<file path="src/hw/rtl/clt_pkg.sv">
// Types and constants of the command line tokenizer.
`default_nettype none

package clt_pkg;

  typedef enum logic [1:0] {
    KIND_CHAR      = 2'd0,
    KIND_TOKEN_END = 2'd1,
    KIND_LINE_DONE = 2'd2
  } kind_e;

  typedef enum logic [1:0] {
    MODE_IDLE   = 2'd0,
    MODE_PLAIN  = 2'd1,
    MODE_QUOTED = 2'd2
  } mode_e;

  typedef enum logic {
    REG_MAX_TOKENS     = 1'b0,
    REG_TOKEN_CAPACITY = 1'b1
  } reg_idx_e;

  typedef struct packed {
    logic [7:0] char_code;
    logic       end_of_line;
  } in_item_t;

  typedef struct packed {
    kind_e      kind;
    logic [7:0] out_char;
    logic [7:0] token_index;
    logic [7:0] token_count;
    logic       last;
  } out_item_t;

  localparam int unsigned MaxResults = 3;
  localparam int unsigned QueueDepth = 4;
  localparam int unsigned QueuePtrW  = $clog2(QueueDepth);
  localparam int unsigned QueueCntW  = $clog2(QueueDepth + 1);

  typedef logic [QueuePtrW-1:0] ptr_t;
  typedef logic [QueueCntW-1:0] cnt_t;

  localparam cnt_t StallLevel = cnt_t'(QueueDepth - MaxResults);

  localparam logic [7:0] CharBackslash = 8'h5C;
  localparam logic [7:0] CharDquote    = 8'h22;
  localparam logic [7:0] CharSquote    = 8'h27;
  localparam logic [7:0] CharTab       = 8'h09;
  localparam logic [7:0] CharSpace     = 8'h20;

  localparam logic [6:0] CapArray        = 7'd64;
  localparam logic [7:0] MaxTokensReset  = 8'd16;
  localparam logic [6:0] CapacityReset   = 7'd64;

endpackage

`default_nettype wire

</file>
<file path="src/hw/rtl/command_line_tokenizer.sv">
// Command line tokenizer: splits a byte stream into tokens with quotes and escapes.
//
//   channel | dir | handshake                 | payload
//   --------+-----+---------------------------+--------------------------------
//   in      | in  | in_valid_i / in_stall_o   | in_data_i  (char_code, end_of_line)
//   out     | out | out_valid_o / out_stall_i | out_data_o (kind, out_char,
//           |     |                           |   token_index, token_count, last)
//   cfg     | in  | cfg_we_i                  | cfg_idx_i, cfg_wdata_i
//
// One item is accepted per cycle while in_stall_o is low; its results land in a four-entry
// queue in the same edge. The queue drains one result per cycle while out_stall_i is low, and
// an item gives up to three results; in_stall_o rises while more than one result is queued.
// Reset empties the queue, clears the line state and loads max_tokens 16, capacity 64.
// A stalled output holds its item; input keeps flowing while the queue has room.
`default_nettype none

module command_line_tokenizer (
  input  wire logic               clk_i,
  input  wire logic               rst_ni,
  input  wire logic               in_valid_i,
  output logic                    in_stall_o,
  input  wire clt_pkg::in_item_t  in_data_i,
  output logic                    out_valid_o,
  input  wire logic               out_stall_i,
  output clt_pkg::out_item_t      out_data_o,
  input  wire logic               cfg_we_i,
  input  wire logic               cfg_idx_i,
  input  wire logic [7:0]         cfg_wdata_i
);

  logic [7:0]      max_tok_q;
  logic [6:0]      cap_q;

  clt_pkg::mode_e  mode_q, mode_d;
  logic            qs_q, qs_d;
  logic            esc_q, esc_d;
  logic [5:0]      chars_q, chars_d;
  logic [7:0]      tok_q, tok_d;

  clt_pkg::out_item_t res [clt_pkg::MaxResults];
  logic [1:0]      n_res;

  clt_pkg::out_item_t mem_q [clt_pkg::QueueDepth];
  clt_pkg::ptr_t   wp_q, rp_q;
  clt_pkg::cnt_t   cnt_q;

  logic            push, pop;
  logic [7:0]      ch, cur_idx;
  logic [6:0]      cap_lim;
  logic            keep_ok, keep_first, is_sep, is_quote, close_hit;

  assign push = in_valid_i && !in_stall_o;
  assign pop  = out_valid_o && !out_stall_i;

  // config
  always_ff @(posedge clk_i or negedge rst_ni) begin
    if (!rst_ni) begin
      max_tok_q <= clt_pkg::MaxTokensReset;
      cap_q     <= clt_pkg::CapacityReset;
    end else if (cfg_we_i) begin
      unique case (clt_pkg::reg_idx_e'(cfg_idx_i))
        clt_pkg::REG_MAX_TOKENS:     max_tok_q <= cfg_wdata_i;
        clt_pkg::REG_TOKEN_CAPACITY: cap_q     <= cfg_wdata_i[6:0];
        default: ;
      endcase
    end
  end

  always_comb begin
    ch         = in_data_i.char_code;
    cur_idx    = tok_q - 8'd1;
    cap_lim    = (cap_q > clt_pkg::CapArray) ? clt_pkg::CapArray : cap_q;
    keep_ok    = (cap_lim != 7'd0) && ({1'b0, chars_q} < (cap_lim - 7'd1));
    keep_first = cap_lim > 7'd1;
    is_sep     = (ch == clt_pkg::CharSpace) || (ch == clt_pkg::CharTab);
    is_quote   = (ch == clt_pkg::CharDquote) || (ch == clt_pkg::CharSquote);
    close_hit  = qs_q ? (ch == clt_pkg::CharSquote) : (ch == clt_pkg::CharDquote);

    mode_d  = mode_q;
    qs_d    = qs_q;
    esc_d   = esc_q;
    chars_d = chars_q;
    tok_d   = tok_q;
    n_res   = 2'd0;
    for (int i = 0; i < clt_pkg::MaxResults; i++) begin
      res[i] = '0;
    end

    if (in_data_i.end_of_line) begin
      if (mode_q != clt_pkg::MODE_IDLE) begin
        if (esc_q && keep_ok) begin
          res[n_res].kind        = clt_pkg::KIND_CHAR;
          res[n_res].out_char    = clt_pkg::CharBackslash;
          res[n_res].token_index = cur_idx;
          n_res = n_res + 2'd1;
        end
        res[n_res].kind        = clt_pkg::KIND_TOKEN_END;
        res[n_res].token_index = cur_idx;
        n_res = n_res + 2'd1;
      end
      res[n_res].kind        = clt_pkg::KIND_LINE_DONE;
      res[n_res].token_count = tok_q;
      n_res = n_res + 2'd1;
      mode_d  = clt_pkg::MODE_IDLE;
      qs_d    = 1'b0;
      esc_d   = 1'b0;
      chars_d = 6'd0;
      tok_d   = 8'd0;
    end else if (mode_q == clt_pkg::MODE_IDLE) begin
      if (!is_sep && (tok_q < max_tok_q)) begin
        tok_d   = tok_q + 8'd1;
        chars_d = 6'd0;
        esc_d   = 1'b0;
        if (is_quote) begin
          mode_d = clt_pkg::MODE_QUOTED;
          qs_d   = (ch == clt_pkg::CharSquote);
        end else if (ch == clt_pkg::CharBackslash) begin
          mode_d = clt_pkg::MODE_PLAIN;
          esc_d  = 1'b1;
        end else begin
          mode_d = clt_pkg::MODE_PLAIN;
          if (keep_first) begin
            res[0].kind        = clt_pkg::KIND_CHAR;
            res[0].out_char    = ch;
            res[0].token_index = tok_q;
            n_res   = 2'd1;
            chars_d = 6'd1;
          end
        end
      end
    end else begin
      priority if (esc_q || !((ch == clt_pkg::CharBackslash) ||
                   (mode_q == clt_pkg::MODE_QUOTED && close_hit) ||
                   (mode_q == clt_pkg::MODE_PLAIN && is_sep))) begin
        esc_d = 1'b0;
        if (keep_ok) begin
          res[0].kind        = clt_pkg::KIND_CHAR;
          res[0].out_char    = ch;
          res[0].token_index = cur_idx;
          n_res   = 2'd1;
          chars_d = chars_q + 6'd1;
        end
      end else if (ch == clt_pkg::CharBackslash) begin
        esc_d = 1'b1;
      end else begin
        res[0].kind        = clt_pkg::KIND_TOKEN_END;
        res[0].token_index = cur_idx;
        n_res   = 2'd1;
        mode_d  = clt_pkg::MODE_IDLE;
        qs_d    = 1'b0;
        esc_d   = 1'b0;
        chars_d = 6'd0;
      end
    end

    if (n_res != 2'd0) begin
      res[n_res - 2'd1].last = 1'b1;
    end
  end

  always_ff @(posedge clk_i or negedge rst_ni) begin
    if (!rst_ni) begin
      mode_q  <= clt_pkg::MODE_IDLE;
      qs_q    <= 1'b0;
      esc_q   <= 1'b0;
      chars_q <= 6'd0;
      tok_q   <= 8'd0;
    end else if (push) begin
      mode_q  <= mode_d;
      qs_q    <= qs_d;
      esc_q   <= esc_d;
      chars_q <= chars_d;
      tok_q   <= tok_d;
    end
  end

  // result queue
  always_ff @(posedge clk_i) begin
    if (push) begin
      for (int i = 0; i < clt_pkg::MaxResults; i++) begin
        if (i < int'(n_res)) begin
          mem_q[wp_q + clt_pkg::ptr_t'(i)] <= res[i];
        end
      end
    end
  end

  always_ff @(posedge clk_i or negedge rst_ni) begin
    if (!rst_ni) begin
      wp_q  <= '0;
      rp_q  <= '0;
      cnt_q <= '0;
    end else begin
      if (push) begin
        wp_q <= wp_q + clt_pkg::ptr_t'(n_res);
      end
      if (pop) begin
        rp_q <= rp_q + clt_pkg::ptr_t'(1);
      end
      cnt_q <= cnt_q + (push ? clt_pkg::cnt_t'(n_res) : clt_pkg::cnt_t'(0))
                     - (pop ? clt_pkg::cnt_t'(1) : clt_pkg::cnt_t'(0));
    end
  end

  assign in_stall_o  = cnt_q > clt_pkg::StallLevel;
  assign out_valid_o = cnt_q != '0;
  assign out_data_o  = mem_q[rp_q];

endmodule

`default_nettype wire

</file>
<file path="config.mk">
export PLATFORM = sky130hd
export DESIGN_NAME = command_line_tokenizer
export DESIGN_NICKNAME = d
export VERILOG_FILES = /design/src/hw/rtl/clt_pkg.sv /design/src/hw/rtl/command_line_tokenizer.sv
export SDC_FILE = /design/constraint.sdc
export NUM_CORES = 1
export LEC_CHECK = 0
export BUFFER_PORTS_ARGS = -buffer_cell sky130_fd_sc_hd__buf_4
export CORE_MARGIN = 8
export CORE_UTILIZATION = 45
export CTS_CLUSTER_SIZE = 10
export DETAILED_ROUTE_END_ITERATION = 8
export RECOVER_POWER = 100
export REMOVE_ABC_BUFFERS = 1
export SYNTH_ARGS = -nofsm -noshare
export SYNTH_HDL_FRONTEND = slang
export SYNTH_SLANG_ARGS = --single-unit
</file>
<file path="constraint.sdc">
create_clock -name clk_i -period 5.5 [get_ports clk_i]
set_input_delay 0.275 -clock clk_i [delete_from_list [all_inputs] [get_ports clk_i]]
set_output_delay 0.275 -clock clk_i [all_outputs]
set_load 0.01 [all_outputs]
</file>
; ---- After elaboration in Yosys (flattened, before gate mapping)
; Memory sizes are Yosys's and may differ from the RTL's.
; Cells that the tools add are included.
[op_classes]
bitwise = 4
mux = 90
n_eq_ne = 13
shifts = 0
n_addsub = 13
reduce_logical = 33
n_lt_le_gt_ge = 14
n_mul = 0
div_mod_pow = 0
[ops]
columns = cell, n
row1 = bitwise mux 81 bit, 5
row2 = demux 27 bit (select 2 bit), 5
row3 = 2-to-1 mux 81 bit, 3
row4 = 2-to-1 mux 16 bit, 5
row5 = 2-to-1 mux 18 bit, 4
row6 = 2-to-1 mux 63 bit, 1
row7 = 2-to-1 mux 27 bit, 2
row8 = 2-to-1 mux 8 bit, 6
row9 = 2-to-1 mux 6 bit, 6
row10 = 2-to-1 mux 1 bit, 34
row11 = 2-to-1 mux 2 bit, 15
row12 = "equality test 8 x 6 -> 1 bit, second input constant", 3
row13 = 2-to-1 mux 17 bit, 1
row14 = 2-to-1 mux 15 bit, 1
row15 = logical AND 1 bit, 10
row16 = ">= comparator 3 bit, second input constant", 3
row17 = "less-than comparator 3 x 1 -> 1 bit, second input constant", 3
row18 = 2-to-1 mux 9 bit, 1
row19 = "!= test 3 bit, second input constant", 3
row20 = inverter 2 -> 3 bit, 3
row21 = "adder 2 x 1 -> 2 bit, second input constant", 4
row22 = "adder 8 x 1 -> 8 bit, second input constant", 1
row23 = "equality test 8 x 4 -> 1 bit, second input constant", 1
row24 = "equality test 8 x 7 -> 1 bit, second input constant", 1
row25 = other kinds (31), 46
[word_totals]
output_inout_bits = 29
ff_bits = 40
wordCells = 178
mem_bits_ro = 0
input_bits = 23
latchBits = 0
memories = 1
mem_bits_rw = 108
[memory_table]
columns = name, depth, word_bits, rd, rd_clocked_by_memory_dff, wr, line_no
row1 = mem_q, 4, 27, 1, 0, 3, command_line_tokenizer.sv:43  ; clt_pkg::out_item_t mem_q [clt_pkg::QueueDepth];

; ---- Longest topological paths before layout
[depth]
ltp_word = 23
depth_mapped = 20
depth_no_buf = 19

; ---- Worst setup path before layout
; OpenSTA, ideal clock, no wires.
[synth_timing]
path_kind = flip-flop to flip-flop
startpoint = register cap_q[6]
endpoint = memory mem_q[0][0] (netlist bit) (enable)
t_arrival_ns = 4.769
path_slack_ns = 0.279
synth_period_minus_slack_ns = 5.221
n_path_buf = 1
t_required_ns = 5.047
setup_ns = 0.453
stages_incl_launch_ff = 15
path_cell_list = dfstp_2 > buf_2 > inv_1 > nand2_1 > ha_1 > nor3b_1 > o31a_1 > ha_1 > a21o_1 > a21oi_1 > o21bai_1 > o22a_2 > o31ai_1 > o21ai_0 > a211oi_1
[synth_lines]
columns = element, line_no
row1 = from (decl), command_line_tokenizer.sv:32  ; logic [6:0] cap_q;
row2 = from (signal assigned), command_line_tokenizer.sv:59  ; cap_q <= clt_pkg::CapacityReset;
row3 = from (signal assigned), command_line_tokenizer.sv:63  ; clt_pkg::REG_TOKEN_CAPACITY: cap_q <= cfg_wdata_i[6:0];
row4 = to (decl), command_line_tokenizer.sv:43

==> impl_metrics.toml <==
[layout]
design_area_um2 = 9050
drive_above_1_share = 0.149
n_antenna_cell = 0
seq_area_um2 = 4250
syn2layout_area_growth_pct = 13.9
nFillCells = 1511
nets = 770
multi_input_area_um2 = 3500

[clock_network]
cts_buffers = 17
insertion_delay_ps = 430
cts_tree = "yes"
post_cts_buffers = 0
clk_pin_slew_ps = 60
cts_hold_buf = 1
clockRootBuffer = "clkbuf_16"
cts_sinks = 148
cts_buffer_depth = 2
h-tree-depth = 4
cts.repair.resized = 0

[timing]
skew_ps = 7.64
grt_setup_unrepaired = "no"
setup_tns_ps = 0
finalSetupViolCount = 0
hold_viol_final = 0
slew_violations = 88
holdWs_ps = 50.3
worstMarginPinSlew_ps = 2220
fmax_ghz = 0.218
fin_crit_sh = 0.834
fin_crit_ps = 4590
relSlewSlack = -0.479

[synthesis]
synth-async-reset-ratio = 0.270
synth-seq-area-share = 0.534
synth_compound_area_frac = 0.137
synth_top_family_by_area = "simple AND/OR/NAND/NOR gates"
synth_top_area_frac = 0.408
ys_ff_latch = 148
synthMuxAreaShare = 0.0919
synth_area_leaders = "edfxtp_1, dfrtp_1, mux4_2"
synthSimpleGateAreaFrac = 0.161
netlist_top_cells_count = "edfxtp_1, nor2_1, nand2_1"
synth_cell_types = 72
syn-cell-area_um2 = 7950
synth_xor_area_frac = 0.0132
ys.flop_type = "edfxtp_1"
postSynthAreaPerCell_um2 = 11.8
yosysTopAreaCell = "edfxtp_1"
yosys_warnings = 0
yosysMostFrequentCell = "edfxtp_1"
synth_edf_count = 108
synth-adder-area-share = 0.0356
syn_inst = 676

[floorplan]
dieHeight_um = 149
initial_core_util = 0.460
core-area_um2 = 17300
die-area_um2 = 22200
ioPinCount = 52
die_w_um = 149
placement_rows = 48

[route]
drtPass1Iterations = 5
wirelength_mm = 20.3
vias = 5768
avgViaCountPerCell = 5.99
wl_per_cell_um = 21.0
ant_nets = 0
drcViolationCount = 0
drt-initial-drc-count = 561

[placed_design]
dp_hpwl_mm = 14.3
io_buffers = 51
place.gp.congestion = 0.872
dpl_cell_area_um2 = 8590

[grt]
grt_pass1_vias = 5739
met2_usage = 0.295
grt_pass1_wl_mm = 32.5
grt_util_met3 = 0.0422
grt-ovfl-total = 0
antenna_found_initial = 0
grtUsageTotal = 0.189
grt_use_met1 = 0.258
grt_max_degree = 41
gr-max-usage-layer = "met2"

[outcome]
violations = "max-capacitance violations, max-slew violations"
run_status = "finished, violations left"

[setup_path]
required_ps = 5550
reg2reg_to = "mem_q[2][21]"
reg2regPathDepth = 14
cp_max_fo = 27
cp-end-kind = "flop"
worstReg2RegStart = "cap_q[6]"
critical_path_class = "reg2reg"
r2r_slack_ps = 910
start_kind = "flop"
worstPathArrival_ps = 4640

[power_and_ir_drop]
ir_drop_uv = 271
leakagePower_nw = 3.34
powerDensity_nw_per_um2 = 473

[run]
max_cap_viol_count = 3

[worst_hold_path]
hp-class = "in2reg"
holdPathStages = 3
worstHoldStart = "cfg_wdata_i[5]"
whs_endpoint = "max_tok_q[5]"
==> where the power goes <==
group / switching [mW] / leakage (nW) / internal, mW / total (mW)
combinational: 0.831 / 1.55 / 0.597 / 1.43
clock: 0.480 / 0.290 / 0.721 / 1.20
sequential: 0.205 / 1.50 / 1.45 / 1.66
==> through the flow <==
| step | total power [mW] | cells | util | setup slack, ps |
|---|---|---|---|---|
| finish | 4.29 | 963 | 0.524 | 912 |
| detailed placement | 3.23 | 930 | 0.497 | 1300 |
| global route | 4.53 | 963 | 0.524 | 516 |
| global placement | 3.20 | 930 | 0.497 | 1450 |
| floorplan | 2.62 | 647 | - | 355 |
| CTS | 4.43 | 963 | 0.532 | 1260 |
==> layer usage <==
metal | vias up | wire length [um]
li1 | 2681 | -
met1 | 2839 | 8920
met2 | 224 | 9680
met3 | 24 | 1360
met4 | 0 | 290
met5 | - | 0
==> cells in the final DEF (no fill, tap or decap), types with 4 or more instances in the layout <==
cell type,Yosys,layout
mux2_2,10,10
a31oi_1,12,12
mux4_2,27,27
a21boi_0,9,10
a21oi_1,28,28
or4_1,4,4
dfrtp_1,38,38
nand2_1,56,56
edfxtp_1,108,108
buf_4,0,23
o31ai_1,4,4
nor2_1,57,57
and2_1,36,23
ha_1,21,21
clkbuf_16,0,17
nand3_1,26,26
nor3_1,6,7
o21a_1,6,6
nand2b_1,4,4
and2_0,0,13
o211ai_1,3,4
or3_1,10,10
o31a_1,4,4
o22ai_1,4,5
a211oi_1,9,7
o211a_1,9,9
clkbuf_1,24,33
nand4_1,8,8
nor3b_1,4,4
o2111ai_1,4,4
xor2_1,4,4
nor2b_1,8,8
o21ai_0,36,35
inv_1,25,25
xnor2_1,8,8
or2_2,4,4
==> registers in the layout (all words and copies together), names as in the netlist <==
register,cells
cap_q,7
chars_q,6
qs_q,1
mem_q,108
wp_q,2
esc_q,1
mode_q,2
tok_q,8
max_tok_q,8
cnt_q,3
rp_q,2
==> kinds of logic (layout without fill, tap and decap cells) <==
kind of cell	after synthesis	count (layout)
flip-flops	148	148
adder cells (fa/ha/maj)	22	22
multiplexers	38	38
buffers and inverters	55	117
XOR/XNOR	12	12
AND/OR/NAND/NOR	246	246
AO/OA/AOI/OAI	155	155
==> worst max-delay path, stage by stage (launching register included) <==
cell      delay [ps]
dfstp_1          650
inv_1            120
nand2_1          100
ha_1             240
nor3b_1          230
o31a_1           150
ha_1             250
a21o_1           180
a21oi_1          150
o21bai_1         130
o22a_1           340
o31ai_1          350
o21ai_0          290
a211oi_4         300
clkbuf_2         720
==> area by class of cell <==
| type | instances | share of cell area |
|---|---|---|
| Timing Repair Buffer | 59 | 0.0355 |
| Clock buffer | 19 | 0.0478 |
| Sequential cell | 148 | 0.469 |
| Clock inverter | 13 | 0.0192 |
| Tap cell | 225 | 0.0311 |
| Multi-Input combinational cell | 473 | 0.387 |
| Inverter | 26 | 0.0108 |
==> how the worst max path moves through the flow <==
stage	depth (start not counted)	to	slack (ps)	startpoint
after floorplan	13	mem_q[0][0]	350	cap_q[6]
after global placement	19	cnt_q[2]	1450	cap_q[6]
after detailed placement	19	cnt_q[2]	1300	cap_q[6]
after CTS	19	cnt_q[2]	1260	cap_q[6]
after global routing	12	mem_q[2][3]	520	cap_q[6]
final	14	mem_q[2][21]	910	cap_q[6]
No activity file was read; power rests on OpenSTA's default activity.
